[src/hdl/tlvipc_pkg.sv]
package tlvipc_pkg;

   // parse phases
   localparam logic [3:0] PH_MAGIC   = 4'd0;
   localparam logic [3:0] PH_VERSION = 4'd1;
   localparam logic [3:0] PH_COUNT   = 4'd2;
   localparam logic [3:0] PH_TYPE    = 4'd3;
   localparam logic [3:0] PH_LENGTH  = 4'd4;
   localparam logic [3:0] PH_PAYLOAD = 4'd5;
   localparam logic [3:0] PH_END     = 4'd6;

   // field kinds
   localparam logic [1:0] KIND_NONE = 2'd0;
   localparam logic [1:0] KIND_ID   = 2'd1;
   localparam logic [1:0] KIND_CERT = 2'd2;
   localparam logic [1:0] KIND_KEY  = 2'd3;

   // configuration register indexes
   localparam logic [1:0] REG_MAX_PACKAGE = 2'd0;
   localparam logic [1:0] REG_MAX_ID      = 2'd1;
   localparam logic [1:0] REG_MAX_CERT    = 2'd2;
   localparam logic [1:0] REG_MAX_KEY     = 2'd3;

   localparam int CSR_DATA_BITS = 21;

   localparam logic [20:0] RST_MAX_PACKAGE = 21'd262144;
   localparam logic [4:0]  RST_MAX_ID      = 5'd16;
   localparam logic [16:0] RST_MAX_CERT    = 17'd65536;
   localparam logic [17:0] RST_MAX_KEY     = 18'd131072;

   localparam logic [31:0] VERSION_EXPECTED = 32'd1;
   localparam logic [31:0] COUNT_EXPECTED   = 32'd3;

   localparam logic [7:0] MAGIC_BYTES [8] = '{
      8'h4D, 8'h4C, 8'h51, 8'h54, 8'h49, 8'h44, 8'h50, 8'h4B
   };

   localparam int QUEUE_DEPTH = 4;

   typedef struct packed {
      logic       payload_valid;
      logic [1:0] field_kind;
      logic [7:0] payload_byte;
      logic       field_end;
      logic       done_res;
      logic       status;
   } rsp_item_type;

endpackage

[src/hdl/tlvipc_parser.sv]
module tlvipc_parser #(
   parameter int COUNT_BITS = 21
) (
   input  logic                        clock,
   input  logic                        reset,
   input  logic                        accept,
   input  logic [7:0]                  data_byte,
   input  logic                        last_byte,
   input  logic                        csr_write,
   input  logic [1:0]                  csr_index,
   input  logic [tlvipc_pkg::CSR_DATA_BITS-1:0] csr_wdata,
   output tlvipc_pkg::rsp_item_type    item
);
   import tlvipc_pkg::*;

   localparam int CW = (COUNT_BITS > 21) ? COUNT_BITS : 21;

   logic [20:0] max_package_ff;
   logic [4:0]  max_id_ff;
   logic [16:0] max_cert_ff;
   logic [17:0] max_key_ff;

   logic [3:0]            phase_ff, phase_in;
   logic [2:0]            sub_ff, sub_in;
   logic [COUNT_BITS-1:0] total_ff, total_in;
   logic [31:0]           shift_ff, shift_in;
   logic [17:0]           left_ff, left_in;
   logic [1:0]            field_ff, field_in;
   logic                  failed_ff, failed_in;

   logic [31:0] shift_add;
   logic [2:0]  top;
   logic [17:0] limit;
   logic        hex_ok;
   logic [17:0] left_dec;

   always_ff @(posedge clock) begin
      if (reset) begin
         max_package_ff <= RST_MAX_PACKAGE;
         max_id_ff      <= RST_MAX_ID;
         max_cert_ff    <= RST_MAX_CERT;
         max_key_ff     <= RST_MAX_KEY;
      end else if (csr_write) begin
         case (csr_index)
            REG_MAX_PACKAGE: max_package_ff <= csr_wdata[20:0];
            REG_MAX_ID:      max_id_ff      <= csr_wdata[4:0];
            REG_MAX_CERT:    max_cert_ff    <= csr_wdata[16:0];
            REG_MAX_KEY:     max_key_ff     <= csr_wdata[17:0];
            default: begin
            end
         endcase
      end
   end

   always_comb begin
      shift_add = shift_ff | ({24'b0, data_byte} << {sub_ff[1:0], 3'b000});
      top       = (phase_ff == PH_VERSION || phase_ff == PH_LENGTH) ? 3'd3 : 3'd1;
      hex_ok    = (data_byte inside {[8'h30:8'h39], [8'h61:8'h66]});
      left_dec  = left_ff - 18'd1;
      case (field_ff)
         KIND_ID:   limit = {13'b0, max_id_ff};
         KIND_CERT: limit = {1'b0, max_cert_ff};
         KIND_KEY:  limit = max_key_ff;
         default:   limit = '0;
      endcase
   end

   always_comb begin
      phase_in  = phase_ff;
      sub_in    = sub_ff;
      shift_in  = shift_ff;
      left_in   = left_ff;
      field_in  = field_ff;
      item      = '0;
      // saturating byte count
      total_in  = (&total_ff) ? total_ff : total_ff + 1'b1;
      failed_in = failed_ff || (CW'(total_in) > CW'(max_package_ff));

      if (!failed_in) begin
         case (phase_ff)
            PH_MAGIC: begin
               if (data_byte != MAGIC_BYTES[sub_ff]) begin
                  failed_in = 1'b1;
               end else if (sub_ff == 3'd7) begin
                  phase_in = PH_VERSION;
                  sub_in   = '0;
                  shift_in = '0;
               end else begin
                  sub_in = sub_ff + 3'd1;
               end
            end
            PH_VERSION, PH_COUNT, PH_TYPE, PH_LENGTH: begin
               if (sub_ff < top) begin
                  sub_in   = sub_ff + 3'd1;
                  shift_in = shift_add;
               end else begin
                  sub_in   = '0;
                  shift_in = '0;
                  case (phase_ff)
                     PH_VERSION: begin
                        if (shift_add != VERSION_EXPECTED) failed_in = 1'b1;
                        else phase_in = PH_COUNT;
                     end
                     PH_COUNT: begin
                        if (shift_add != COUNT_EXPECTED) begin
                           failed_in = 1'b1;
                        end else begin
                           phase_in = PH_TYPE;
                           field_in = KIND_ID;
                        end
                     end
                     PH_TYPE: begin
                        if (shift_add != {30'b0, field_ff}) failed_in = 1'b1;
                        else phase_in = PH_LENGTH;
                     end
                     default: begin
                        // length: nonzero, not negative, within the field limit
                        if (shift_add == '0 || shift_add[31] ||
                            shift_add > {14'b0, limit}) begin
                           failed_in = 1'b1;
                        end else begin
                           left_in  = shift_add[17:0];
                           phase_in = PH_PAYLOAD;
                        end
                     end
                  endcase
               end
            end
            PH_PAYLOAD: begin
               if (left_ff == '0 || (field_ff == KIND_ID && !hex_ok)) begin
                  failed_in = 1'b1;
               end else begin
                  item.payload_valid = 1'b1;
                  item.field_kind    = field_ff;
                  item.payload_byte  = data_byte;
                  left_in            = left_dec;
                  if (left_dec == '0) begin
                     item.field_end = 1'b1;
                     if (field_ff == KIND_KEY) begin
                        phase_in = PH_END;
                     end else begin
                        field_in = field_ff + 2'd1;
                        phase_in = PH_TYPE;
                     end
                  end
               end
            end
            default: failed_in = 1'b1;
         endcase
      end

      if (last_byte) begin
         item.done_res = 1'b1;
         item.status   = failed_in || (phase_in != PH_END);
         // drop all parse state for the next package
         phase_in  = PH_MAGIC;
         sub_in    = '0;
         total_in  = '0;
         shift_in  = '0;
         left_in   = '0;
         field_in  = KIND_NONE;
         failed_in = 1'b0;
      end
   end

   always_ff @(posedge clock) begin
      if (reset) begin
         phase_ff  <= PH_MAGIC;
         sub_ff    <= '0;
         total_ff  <= '0;
         shift_ff  <= '0;
         left_ff   <= '0;
         field_ff  <= KIND_NONE;
         failed_ff <= 1'b0;
      end else if (accept) begin
         phase_ff  <= phase_in;
         sub_ff    <= sub_in;
         total_ff  <= total_in;
         shift_ff  <= shift_in;
         left_ff   <= left_in;
         field_ff  <= field_in;
         failed_ff <= failed_in;
      end
   end

endmodule

[src/hdl/tlvipc_queue.sv]
module tlvipc_queue (
   input  logic                     clock,
   input  logic                     reset,
   input  logic                     push,
   input  tlvipc_pkg::rsp_item_type push_item,
   input  logic                     pop,
   output tlvipc_pkg::rsp_item_type head,
   output logic                     nonempty,
   output logic                     full
);
   import tlvipc_pkg::*;

   localparam int PTR_BITS = $clog2(QUEUE_DEPTH);

   rsp_item_type        slot_ff [QUEUE_DEPTH];
   logic [PTR_BITS-1:0] wr_ff, rd_ff;
   logic [PTR_BITS:0]   count_ff, count_in;

   assign head     = slot_ff[rd_ff];
   assign nonempty = (count_ff != '0);
   assign full     = (count_ff == (PTR_BITS + 1)'(QUEUE_DEPTH));

   always_comb begin
      count_in = count_ff;
      if (push && !pop) count_in = count_ff + 1'b1;
      else if (pop && !push) count_in = count_ff - 1'b1;
   end

   always_ff @(posedge clock) begin
      if (push) slot_ff[wr_ff] <= push_item;
   end

   always_ff @(posedge clock) begin
      if (reset) begin
         wr_ff    <= '0;
         rd_ff    <= '0;
         count_ff <= '0;
      end else begin
         if (push) wr_ff <= wr_ff + 1'b1;
         if (pop) rd_ff <= rd_ff + 1'b1;
         count_ff <= count_in;
      end
   end

endmodule

[src/hdl/tlvipc_emit.sv]
module tlvipc_emit (
   input  logic                     clock,
   input  logic                     reset,
   input  tlvipc_pkg::rsp_item_type head,
   input  logic                     nonempty,
   output logic                     pop,
   input  logic                     rsp_stall,
   output logic                     rsp_valid,
   output tlvipc_pkg::rsp_item_type rsp_item
);
   import tlvipc_pkg::*;

   logic         valid_ff;
   rsp_item_type item_ff;
   logic         load;

   // refill the output register when it is empty or its transfer completes
   assign load      = !valid_ff || !rsp_stall;
   assign pop       = load && nonempty;
   assign rsp_valid = valid_ff;
   assign rsp_item  = item_ff;

   always_ff @(posedge clock) begin
      if (reset) valid_ff <= 1'b0;
      else if (load) valid_ff <= nonempty;
   end

   always_ff @(posedge clock) begin
      if (pop) item_ff <= head;
   end

endmodule

[src/hdl/tlv_identity_package_checker_unit.sv]
// Identity package checker: streams a package one byte per transfer and checks
// its magic, version, field count and the three type-length-value fields.
//
// Input channel (req_): one package byte per transfer, req_last_byte on the
// final byte. A transfer completes when req_valid is high and req_stall low.
// Result channel (rsp_): exactly one result per input byte, in order. Payload
// bytes come out tagged with their field kind; the result for the final byte
// carries rsp_done_res and rsp_status (0 accepted, 1 invalid).
// Config channel (csr_): register index and data, written when csr_valid and
// csr_ready are both high; write only while no package is in flight.
//
// Input bytes are taken one per cycle while req_stall is low; the parser state
// updates on each accepted byte. A result passes from the input transfer into
// a four-entry result queue, then the output register that drives rsp_valid.
// When the receiver holds rsp_stall, results collect in the queue; req_stall
// rises once the queue is full and falls as soon as an entry drains.
// Synchronous reset clears the parser, queue and output register and restores
// the register defaults; both channels stall while reset is high.
module tlv_identity_package_checker_unit #(
   parameter int COUNT_BITS = 21
) (
   input  logic        clock,
   input  logic        reset,
   input  logic        req_valid,
   output logic        req_stall,
   input  logic [7:0]  req_data_byte,
   input  logic        req_last_byte,
   output logic        rsp_valid,
   input  logic        rsp_stall,
   output logic        rsp_payload_valid,
   output logic [1:0]  rsp_field_kind,
   output logic [7:0]  rsp_payload_byte,
   output logic        rsp_field_end,
   output logic        rsp_done_res,
   output logic        rsp_status,
   input  logic        csr_valid,
   output logic        csr_ready,
   input  logic [1:0]  csr_index,
   input  logic [tlvipc_pkg::CSR_DATA_BITS-1:0] csr_wdata
);
   import tlvipc_pkg::*;

   logic         req_accept;
   logic         csr_write;
   rsp_item_type parsed_item;
   rsp_item_type queue_head;
   rsp_item_type out_item;
   logic         queue_nonempty;
   logic         queue_full;
   logic         queue_pop;

   // hold the input off while the queue is full or reset is active
   assign req_stall  = queue_full || reset;
   assign req_accept = req_valid && !req_stall;
   assign csr_ready  = !reset;
   assign csr_write  = csr_valid && csr_ready;

   // front: classify each byte and advance the parse state
   tlvipc_parser #(
      .COUNT_BITS (COUNT_BITS)
   ) u_parser (
      .clock     (clock),
      .reset     (reset),
      .accept    (req_accept),
      .data_byte (req_data_byte),
      .last_byte (req_last_byte),
      .csr_write (csr_write),
      .csr_index (csr_index),
      .csr_wdata (csr_wdata),
      .item      (parsed_item)
   );

   // queue between front and back
   tlvipc_queue u_queue (
      .clock     (clock),
      .reset     (reset),
      .push      (req_accept),
      .push_item (parsed_item),
      .pop       (queue_pop),
      .head      (queue_head),
      .nonempty  (queue_nonempty),
      .full      (queue_full)
   );

   // back: output register toward the receiver
   tlvipc_emit u_emit (
      .clock     (clock),
      .reset     (reset),
      .head      (queue_head),
      .nonempty  (queue_nonempty),
      .pop       (queue_pop),
      .rsp_stall (rsp_stall),
      .rsp_valid (rsp_valid),
      .rsp_item  (out_item)
   );

   assign rsp_payload_valid = out_item.payload_valid;
   assign rsp_field_kind    = out_item.field_kind;
   assign rsp_payload_byte  = out_item.payload_byte;
   assign rsp_field_end     = out_item.field_end;
   assign rsp_done_res      = out_item.done_res;
   assign rsp_status        = out_item.status;

endmodule

[config.mk]
export PLATFORM = sky130hd
export DESIGN_NAME = tlv_identity_package_checker_unit
export DESIGN_NICKNAME = d
export VERILOG_FILES = /design/src/hdl/tlvipc_pkg.sv /design/src/hdl/tlvipc_parser.sv /design/src/hdl/tlvipc_queue.sv /design/src/hdl/tlvipc_emit.sv /design/src/hdl/tlv_identity_package_checker_unit.sv
export SDC_FILE = /design/constraint.sdc
export NUM_CORES = 1
export LEC_CHECK = 0
export BUFFER_PORTS_ARGS = -buffer_cell sky130_fd_sc_hd__buf_2
export CORE_ASPECT_RATIO = 1.2
export CORE_UTILIZATION = 50
export CTS_CLUSTER_DIAMETER = 120
export DETAILED_ROUTE_END_ITERATION = 10
export PLACE_DENSITY_LB_ADDON = 0.12
export SKIP_LAST_GASP = 1
export SYNTH_ARGS = -nofsm -noshare
export SYNTH_HDL_FRONTEND = slang
export SYNTH_SLANG_ARGS = --single-unit
[constraint.sdc]
create_clock -name clock -period 11 [get_ports clock]
set_input_delay 1.1 -clock clock [delete_from_list [all_inputs] [get_ports clock]]
set_output_delay 1.1 -clock clock [all_outputs]
set_load 0.02 [all_outputs]
# Yosys cells after proc, flatten, opt, wreduce, memory -nomap -nowiden
# Memory sizes are Yosys's and may differ from the RTL's. A register that Yosys moved wholly into a read port is not among the register bits.
# Cells that the tools add are included.
# totals
ff_bits	150
latchBits	0
ramBits	56
rom_bits	64
elab_cells	177
n_memories	2
# op_classes
n_addsub	8
multipliers	0
n_div	0
order_cmp	8
n_eq_ne	29
shifts	1
n_mux	68
bitwise	2
n_reduce_logical	44
# memory_table
memory	words	word_bits	rd	rd_clocked_by_memory_dff	write_ports	line	text
(no name shown)	8	8	1	0	0	tlvipc_parser.sv:82	if (data_byte != MAGIC_BYTES[sub_ff]) begin
u_queue.slot_ff	4	14	1	1	1	tlvipc_queue.sv:15	rsp_item_type slot_ff [QUEUE_DEPTH];
# ops
op	count
2-to-1 mux 32 bit	5
2-to-1 mux 18 bit	6
case mux 32 bit (2 select lines)	1
case mux 18 bit (3 select lines)	1
2-to-1 mux 4 bit	11
2-to-1 mux 21 bit	2
zero test 18 bit	2
2-to-1 mux 12 bit	3
case mux 18 bit (2 select lines)	1
greater-than comparator 32 x 18 -> 1 bit	1
zero test 32 bit	1
!= test 32 x 1 -> 1 bit, second input constant	1
!= test 32 x 2 -> 1 bit	1
!= test 32 x 2 -> 1 bit, second input constant	1
OR 32 bit	1
<< shifter 8 x 5 -> 32 bit	1
2-to-1 mux 3 bit	8
case mux 4 bit (3 select lines)	2
adder 21 x 1 -> 21 bit, second input constant	1
greater-than comparator 21 bit	1
!= test 3 bit, second input constant	7
AND reduction 21 bit	1
2-to-1 mux 2 bit	10
subtractor 18 x 1 -> 18 bit, second input constant	1
39 further kinds	90

# Depth between registers and ports, before layout
# Gate-level depths: netlist of run 1.
# depth
depth_word	13
mapped_depth	20
mapped_depth_nobuf	17

# Cells and area by module
# A second synthesis of run 1 with hierarchy kept.
# hier_totals
hier_cells	1272
area_unflattened_um2	11623.6
# modules_own_cells
module	n_inst	cells_each	area_per_inst_um2
tlvipc_parser	1	1133	8664.6
tlvipc_queue	1	117	2478.6
tlvipc_emit	1	18	456.7
tlv_identity_package_checker_unit	1	4	23.8

# Least setup slack after synthesis of run 1
# OpenSTA, ideal clock, no wires.
# synth_path
path_kind	flip-flop to flip-flop
from	register u_parser.total_ff[0]
to	register u_parser.left_ff[12]
setup_ps	70
t_arrival_ps	4256
path_slack_ps	6674
stages_incl_launch_ff	19
n_path_buf	2
synth_period_minus_slack_ps	4326
cell_sequence	dfxtp_1 > ha_1 > and2_1 > and4_1 > a31oi_1 > and4_1 > clkbuf_1 > and3_1 > xor2_1 > ha_1 > nand4_2 > nor4_2 > and3_1 > a31oi_2 > o41ai_4 > o211ai_2 > buf_6 > or4_1 > a21oi_1
# synth_between
elab_chain_len	6
word_cells_on_any_way	7
# synth_rtl
element	line	text
start: declaration	tlvipc_parser.sv:25	logic [COUNT_BITS-1:0] total_ff, total_in;
start signal: assignment	tlvipc_parser.sv:178	total_ff <= total_in;
adder 21 x 1 -> 21 bit or AND reduction 21 bit (tied branches)	tlvipc_parser.sv:76	total_in = (&total_ff) ? total_ff : total_ff + 1'b1;
2-to-1 mux 21 bit (*)	tlvipc_parser.sv:76	
greater-than comparator 21 bit (*)	tlvipc_parser.sv:77	failed_in = failed_ff || (CW'(total_in) > CW'(max_package_ff));
logical OR 1 bit (*)	tlvipc_parser.sv:77	
!= test 2 bit (no source line) (*)	-	
AND reduction 7 bit (no source line) (*)	-	
end signal: assignment	tlvipc_parser.sv:180	left_ff <= left_in;
end: declaration	tlvipc_parser.sv:27	logic [17:0] left_ff, left_in;
# Every way passes the cells marked *; elsewhere a longest branch is shown, timed or not.
# A chain may end at the register's enable or synchronous reset.

==> results.md, run 1 <==
STA:
- The max-slew violation count was 0.
- The actual slew at the worst max-slew pin is 1.16 ns.
- Setup slack on the critical path of the routed design comes to 6.05 ns.
- The final number of hold-violating endpoints is 0.
- The share of the clock period used by the worst path is 45.0%.
- Setup repair after global routing left no endpoint under its margin.
- Headroom to the max-slew limit came out at 22.1%.
- Based on the critical path, the design can be clocked at up to 0.202 GHz.
- For the final routed database, the setup TNS stands at 0 ns.
- The worst path in the final design needs a cycle of 4.95 ns, including I/O delays and setup.
- Across the routed clock network, the largest skew measured is 0.0112 ns.
- The setup violation total in the final timing report is 0.

Critical path:
- STA puts the critical path data required time at 11.35 ns.
- The minimum setup slack among reg-to-reg paths is 6.05 ns.
- STA classifies the critical path endpoint as a flop.
- STA classifies the critical path startpoint as a flop.
- The startpoint-to-endpoint class of the critical path is reg -> reg.
- The critical path startpoint is u_parser.total_ff[0]$_SDFFE_PP0P_.
- STA puts the critical path data arrival time at 5.30 ns.
- The worst-case reg-to-reg path depth is 15.
- The biggest fanout along the worst timing path is 11.
- The worst register-to-register path ends at u_queue.slot_ff[2][5]$_DFFE_PP_.
- The startpoint identified for the worst register-to-register timing path is u_parser.total_ff[0]$_SDFFE_PP0P_.
- The end point of the critical path is u_queue.slot_ff[2][5]$_DFFE_PP_.

Final layout:
- The layout overhead on the synthesized area is 10.2%.
- The cell area after layout is 12600 sq um.
- The diode insertion count for antenna repair is 0.
- The number of fillers in the final layout is 2045.
- For this run, the post-layout net count is 1361.
- The fraction of layout cells with a size suffix above 1 is 11.6%.

GRT:
- The initial antenna violation count is 0.
- The overall overflow remaining after global route is 0.
- The number of global-route vias before repair is 8636.
- The first global-routing pass estimated 46200 um of wire.
- The maximum number of pins on one net before global-route repair is 76.
- The global routing usage summed across all routing layers is 24.5%.

Yosys:
- After synthesis the cells add up to 11500 sq um.
- The Yosys step of the flow raised 0 warnings.
- The number of distinct standard cells referenced by the synthesized netlist is 85.
- The share of synthesized registers carrying an async set or reset is 0%.
- The synthesized flop and latch total is 220.
- Synthesis handed over a netlist of 1258 instances.
- Yosys mapped a number of flops with a built-in enable equal to 70.
- The post-synthesis sequential area ratio is 44.5%.
- Counting every net in the synthesized netlist gives 1353.
- In this run the mean area of a mapped cell was 9.12 sq um.
- The most used flip-flop cell after synthesis is dfxtp_1.

Pwr:
- The worst supply voltage drop on vdd is 0.000124 V.
- The leakage component of the power is 4.80 nW.
- Dividing total power by cell area gives a power density of 164 nW/um^2.

Floorplan:
- The count of boundary I/O pins is 54.
- The horizontal extent of the die is 140 um.
- The floorplan step set the die height to 168 um.
- The die covers 23600 sq um.
- The total core area is 22400 sq um.
- The initial core utilization is 51.1%.
- Row generation in the floorplan step produced 60 rows.

Placement:
- The half-perimeter wire length after placement is 19600 um.
- Timing analysis after detailed placement gives a worst setup slack of 6.07 ns.
- The cell area after placement is 11900 sq um.
- The congestion estimate from routability-driven global placement came to 0.887.
- The number of I/O port buffers is 53.

Clock network:
- Counting every sink on the clock net gives 220.
- The TritonCTS buffer count is 23.
- The TritonCTS clock tree is yes.
- Once the clock tree was built, the resizer swapped 0 gates to a different size.
- In this run the number of H-tree levels came out at 1.
- Clock tree synthesis selected as its root buffer the cell clkbuf_16.
- For this design, the CTS-stage hold fixing added 0 buffers.
- Clock-pin slew was measured on the worst setup and hold paths at 0.06 ns.
- The post-CTS setup buffer count is 0.
- The worst-skew pair later-pin latency is 0.51 ns.
- The clock passes through at most 3 buffers.

Routing:
- The via count of the routed design is 9331.
- In this run the remaining antenna-violating nets after routing total 0.
- In the final routed layout, each cell accounts on average for 18.4 um.
- The count of unresolved DRC violations after routing is 0.
- The routed wire length is 28700 um.
- The iteration-0 DRC count of the detailed router is 530.
- In the routed layout, each cell is associated on average with a via count of 5.98.
- For this run, the detailed router's first-pass iteration total came to 5.

Worst hold path:
- The startpoint identified for the worst hold timing path is u_parser.max_key_ff[15]$_SDFFE_PP0P_.
- The type of the most critical hold path is reg -> reg.

Status:
- The run finished with clean final reports.

Job:
- The tool flagged a number of max-cap violations equal to 0.
==> cell type report <==
cell class / count / area, sq um / share of cell area, %
clock buffer: 28 / 636 / 5.03
clock inverter: 13 / 150 / 1.19
sequential: 220 / 5100 / 40.4
tap: 279 / 349 / 2.76
timing repair buffer: 63 / 343 / 2.71
inverter: 41 / 154 / 1.22
multi-input combinational: 917 / 5900 / 46.7
==> worst min-delay path by stage <==
stage | end | slack [ns] | cells after the start
finish | u_parser.max_key_ff[15]$_SDFFE_PP0P_ | 0.45 | 2
global route | u_parser.max_cert_ff[9]$_SDFFE_PP0P_ | 0.47 | 2
CTS | u_parser.max_cert_ff[9]$_SDFFE_PP0P_ | 0.46 | 2
detailed placement | u_parser.max_package_ff[6]$_SDFFE_PP0P_ | 0.45 | 2
global placement | u_parser.max_cert_ff[11]$_SDFFE_PP0P_ | 0.44 | 2
floorplan | u_parser.max_key_ff[0]$_SDFFE_PP0P_ | 0.44 | 2
==> cells by family (layout without fill, tap and decap cells) <==
| kind of cell | count (synthesis) | in the layout | share of synthesized area [%] |
|---|---|---|---|
| AND/OR/NAND/NOR | 494 | 494 | 21.0 |
| AO/OA/AOI/OAI | 295 | 295 | 16.7 |
| flip-flops | 220 | 220 | 44.5 |
| buffers and inverters | 121 | 145 | 4.21 |
| adder cells (fa/ha/maj) | 58 | 58 | 6.39 |
| XOR/XNOR | 42 | 42 | 3.21 |
| multiplexers | 28 | 28 | 3.98 |
==> metal layers <==
layer / vias to the layer above / track usage, % / share of wire [%] / routed length (um)
met5: - / 0 / 0 / 0
met3: 48 / 3.04 / 5.0 / 1440
li1: 4562 / - / - / -
met4: 0 / 7.45 / 2.6 / 746
met1: 4450 / 32.8 / 44 / 12600
met2: 271 / 41.2 / 48 / 13900
==> synth_stat cells, types with 9 or more instances <==
cell / number / area, sq um
nand2_1: 180 / 676
dfxtp_1: 150 / 3000
a21oi_1: 124 / 621
nor2_1: 121 / 454
edfxtp_1: 70 / 2100
clkbuf_1: 61 / 229
ha_1: 57 / 713
inv_1: 39 / 146
o21ai_0: 28 / 140
a22oi_1: 24 / 180
nor4_1: 24 / 150
xnor2_1: 24 / 210
nand3_1: 22 / 110
a31oi_1: 21 / 131
a21o_1: 19 / 143
or2_2: 19 / 119
xor2_1: 18 / 158
nor3_1: 16 / 80.1
or3_1: 15 / 93.8
mux4_2: 14 / 315
and2_1: 13 / 81.3
and3_1: 13 / 81.3
mux2i_1: 13 / 130
nand4_1: 12 / 75.1
buf_2: 11 / 55.1
or4_1: 9 / 67.6
==> stage by stage <==
stage	total power (W)	cells	utilization, %	hold WS [ns]
6_report	0.00208	1561	56.3	0.455
3_5_place_dp	0.00129	1520	52.8	0.448
2_1_floorplan	0.00119	1258	-	0.436
4_1_cts	0.00210	1561	56.3	0.457
3_3_place_gp	0.00129	1520	52.8	0.442
5_1_grt	0.00216	1561	56.3	0.475
==> power by group <==
group	total [W]	internal (W)	switching, W
Sequential	0.000944	0.000904	0.0000400
Clock	0.000809	0.000483	0.000326
Combinational	0.000323	0.000125	0.000198
Total	0.00208	0.00151	0.000564
==> state kept, by name, indices dropped and copies added, names as in the netlist, 4 cells and up <==
name                     cells
u_emit.rsp_item             14
u_parser.left_ff            18
u_parser.max_cert_ff        17
u_parser.max_id_ff           5
u_parser.max_key_ff         18
u_parser.max_package_ff     21
u_parser.phase_ff            4
u_parser.shift_ff           32
u_parser.total_ff           21
u_queue.slot_ff             56
==> layout by cell type (no fill, tap or decap), types with 22 or more instances in the layout <==
cell type  count
edfxtp_1      70
nor2_1       121
clkbuf_16     24
nor4_1        24
ha_1          57
xnor2_1       24
nand3_1       22
a22oi_1       24
dfxtp_1      150
a21oi_1      122
inv_1         39
nand2_1      180
buf_2         52
o21ai_0       28
==> critical path, stage by stage (launching register included) <==
cell     delay, ns
dfxtp_1       0.36
ha_1          0.23
and2_1        0.17
and4_1        0.23
a31oi_1       0.40
and4_1        0.43
and3_1        0.25
xor2_1        0.09
ha_1          0.31
nand4_2       0.15
nor4_2        0.33
and3_1        0.21
a31oi_2       0.08
or2_0         0.36
nor3_1        0.88
and2_1        0.30
No activity file was read; power rests on OpenSTA's default activity.
==> run 2, diff against run 1 <==
==> constraint.sdc (replaced) <==
create_clock -name clock -period 4.7 [get_ports clock]
set_input_delay 0.47 -clock clock [delete_from_list [all_inputs] [get_ports clock]]
set_output_delay 0.47 -clock clock [all_outputs]
set_load 0.02 [all_outputs]
==> run 2 against run 1 <==
Count of clock-buffer cells in the layout rose by 4. Cell count rose by 1.1%. Power up 140%. Utilization increased by 1.1 points. Critical path depth grew 2. Routed wire length fell by 0.99%. Worst setup slack lost 5.8 ns. Combinational power increased by 140%. Cell area is 1.9% higher.
==> results.md, run 2 (synthesis results as in run 1) <==
Final layout:
- The layout overhead on the synthesized area is 12.3%.
- The leading cell type in the layout, fill and taps excluded is nand2_1.
- The register with the most flip-flops in the final layout is u_queue.slot_ff.
- The post-layout net count was 1377 (+1.2%).
- The area of the multi-input gates is 5930 sq um (+0.47%).
- The diode insertion count for antenna repair is 0 (unchanged).
- In the final layout, the registers with the most flip-flops are u_queue.slot_ff x56, u_parser.shift_ff x32.
- The fraction of layout cells with a size suffix above 1 is 13.2% (+1.5 points).
- The number of fillers in the final layout came to 2073 (+1.4%).
- The area used by sequential logic in the layout was 5100 sq um (unchanged).
- Leaving out fill and tap cells, the most frequent cells in the layout are nand2_1 (180), dfxtp_1 (150), a21oi_1 (122), nor2_1 (120), edfxtp_1 (70).
- The flip-flop count of the largest register, all copies and words added is 56 (unchanged).

Clock network:
- The tree is rooted in a clkbuf_16.
- The maximum level of the CTS H-tree came to 1 (unchanged).
- The total of hold buffers inserted after clock tree synthesis was 0 (unchanged).
- The number of gates resized after cts is 0 (unchanged).
- The worst-skew pair later-pin latency is 0.52 ns (about the same).
- The clock-pin slew on the worst setup and hold paths was 0.06 ns (about the same).
- The number of sinks driven by the clock tree is 220 (unchanged).
- The maximum buffer depth of the clock tree is 3 (unchanged).
- The TritonCTS buffer count is 24 (+4.3%).
- The post-CTS setup buffer count is 0 (unchanged).
- TritonCTS built the clock tree.

Floorplan:
- The count of boundary I/O pins came to 54 (unchanged).
- The horizontal extent of the die is 140 um (unchanged).
- The y dimension of the die was 168 um (unchanged).
- The initial core utilization came to 51.1% (unchanged).
- The die outline area is 23600 sq um (unchanged).
- The total core area is 22400 sq um (unchanged).
- The floorplan row count is 60 (unchanged).

Worst hold path:
- The worst-case hold path end point is u_parser.max_package_ff[18]$_SDFFE_PP1P_.
- The type of the most critical hold path is in -> reg.
- The cell count of the worst hold path was 3 (+1).
- The origin of the worst min-delay path is csr_wdata[18].

Routing:
- The detail-routed via count per cell is 5.97 (-0.10%).
- The via count of the routed design is 9423 (+0.99%).
- The number of optimization iterations in the first detailed-route pass was 7 (+2).
- The count of unresolved DRC violations after routing came to 0 (unchanged).
- The routed wire length is 28400 um (-0.99%).
- The iteration-0 DRC count of the detailed router is 562 (+6.0%).
- The number of nets still failing antenna checks after routing was 0 (unchanged).
- The wire length per cell came to 18.0 um (-2.1%).

Critical path:
- The critical path startpoint category is a flop.
- The delay of the slowest critical-path stage is 0.52 ns (-0.36 ns).
- The minimum setup slack among reg-to-reg paths was 0.23 ns (-5.82 ns).
- The arrival time at the worst endpoint is 4.92 ns (-0.38 ns).
- The worst-case reg-to-reg path depth is 17 (+2).
- Among all stages on the critical path, the largest delay is contributed by or4_1.
- The kind of end point of the critical path is a flop.
- The worst setup path is of the reg -> reg kind.
- The endpoint identified for the worst register-to-register timing path is u_parser.left_ff[8]$_SDFFE_PP0P_.
- The signal on the critical path passes through ha_1 -> and2_1 -> and4_1 -> a31oi_1 -> and4_4 -> and4_1 -> xor2_1 -> ha_1 -> nand4_2 -> nor4_4 -> and3_1 -> a31oi_2 -> o41ai_4 -> o211ai_2 -> buf_12 -> or4_1 -> a21oi_1.
- The startpoint of the worst register-to-register path is u_parser.total_ff[0]$_SDFFE_PP0P_.
- The critical path data required time is 5.14 ns (-6.21 ns).
- The biggest fanout along the worst timing path came to 33 (+22).

GRT:
- The wire length of the first global-routing pass was 45900 um (-0.57%).
- The initial antenna violation count is 0 (unchanged).
- The global routing usage summed across all routing layers was 24.2% (-0.22 points).
- The maximum number of pins on one net before global-route repair came to 80 (+5.3%).
- The number of global-route vias before repair is 8724 (+1.0%).
- The overall overflow remaining after global route is 0 (unchanged).

STA:
- The maximum operating frequency is 0.224 GHz (+11%).
- The actual slew at the worst max-slew pin is 1.04 ns (-0.124 ns).
- The setup violation total in the final timing report is 0 (unchanged).
- The max-slew violation count is 0 (unchanged).
- The minimum setup slack in the final design is 0.228 ns (-5.82 ns).
- The share of the clock period used by the worst path is 95.1% (+50 points).
- The setup skew after layout is 0.0124 ns (+0.00126 ns).
- The worst hold slack was 0.180 ns (-0.275 ns).
- The headroom to the max-slew limit is 30.6% (+8.5 points).
- The minimum clock period after layout is 4.47 ns (-0.478 ns).
- The final number of hold-violating endpoints was 0 (unchanged).

Job:
- The max-cap violation count is 0 (unchanged).

Pwr:
- The power per standard cell area is 392 nW/um^2 (+140%).
- The total power is 0.00505 W (+140%).
- The leakage component of the power is 4.94 nW (+2.8%).
- The worst supply voltage drop on vdd was 0.000271 V (+120%).

Placement:
- The worst setup slack after placement is 0.0682 ns (-6.01 ns).
- The half-perimeter wire length after placement is 19800 um (+0.79%).
- The number of I/O port buffers is 53 (unchanged).
- The placer congestion estimate is 0.927 (+4.5%).

Status:
- The flow ran to the end, and the final reports show no timing, DRC or antenna violations.
## run 2: changes by cell type in the layout (fill, tap and decap cells not counted), sizes merged
cell and change:
clkbuf +4, clkinv -3, inv -1, bufinv +2
buf +15
## run 2: final cells by class
type,count,area share [%]
multi-input combinational,917,46.0
sequential,220,39.6
clock buffer,32,5.37
timing repair buffer,78,3.63
tap,279,2.71
clock inverter,11,1.44
inverter,41,1.19
## run 2: how the worst max path moves through the flow
stage / startpoint / end / slack, ns / cells past startpoint
4_1_cts: u_parser.total_ff[0]$_SDFFE_PP0P_ / u_queue.slot_ff[3][3]$_DFFE_PP_ / 0.04 / 15
3_5_place_dp: u_parser.total_ff[0]$_SDFFE_PP0P_ / u_queue.slot_ff[0][3]$_DFFE_PP_ / 0.07 / 15
3_3_place_gp: u_parser.total_ff[0]$_SDFFE_PP0P_ / u_queue.slot_ff[1][3]$_DFFE_PP_ / 0.20 / 16
2_1_floorplan: u_parser.total_ff[0]$_SDFFE_PP0P_ / u_parser.left_ff[12]$_SDFFE_PP0P_ / 0.37 / 18
6_report: u_parser.total_ff[0]$_SDFFE_PP0P_ / u_parser.left_ff[8]$_SDFFE_PP0P_ / 0.23 / 17
5_1_grt: u_parser.total_ff[6]$_SDFFE_PP0P_ / u_parser.left_ff[9]$_SDFFE_PP0P_ / -0.07 / 16
## run 2: critical path, delay by kind of cell, from the launching register on
family / cells / cell delay (ns)
flops: 1 / 0.35
simple gates: 8 / 2.17
xor+xnor: 1 / 0.11
compound gates: 5 / 1.02
buf+inv: 1 / 0.19
fa+ha+maj: 2 / 0.52
## run 2: stage by stage
step / instance area (sq um) / TNS [ns] / std cells / utilization, %
floorplan: 11500 / 0 / 1258 / -
global placement: 12000 / 0 / 1535 / 53.4
detailed placement: 12000 / 0 / 1535 / 53.4
CTS: 12900 / 0 / 1578 / 57.3
global route: 12900 / -0.231 / 1578 / 57.4
finish: 12900 / 0 / 1578 / 57.4
## run 2: layer usage
metal  share of wire, %  GRT usage (%)  vias up
li1                   -              -     4596
met1                 44           32.0     4534
met2                 49           42.2      250
met3                4.6           2.65       43
met4                2.0           6.55        0
met5                  0              0        -
## run 2: power by group
group / total [W] / switching [W] / internal, W
logic: 0.000770 / 0.000467 / 0.000303
clock network: 0.00207 / 0.000766 / 0.00130
registers: 0.00221 / 0.0000923 / 0.00212
total: 0.00505 / 0.00132 / 0.00372
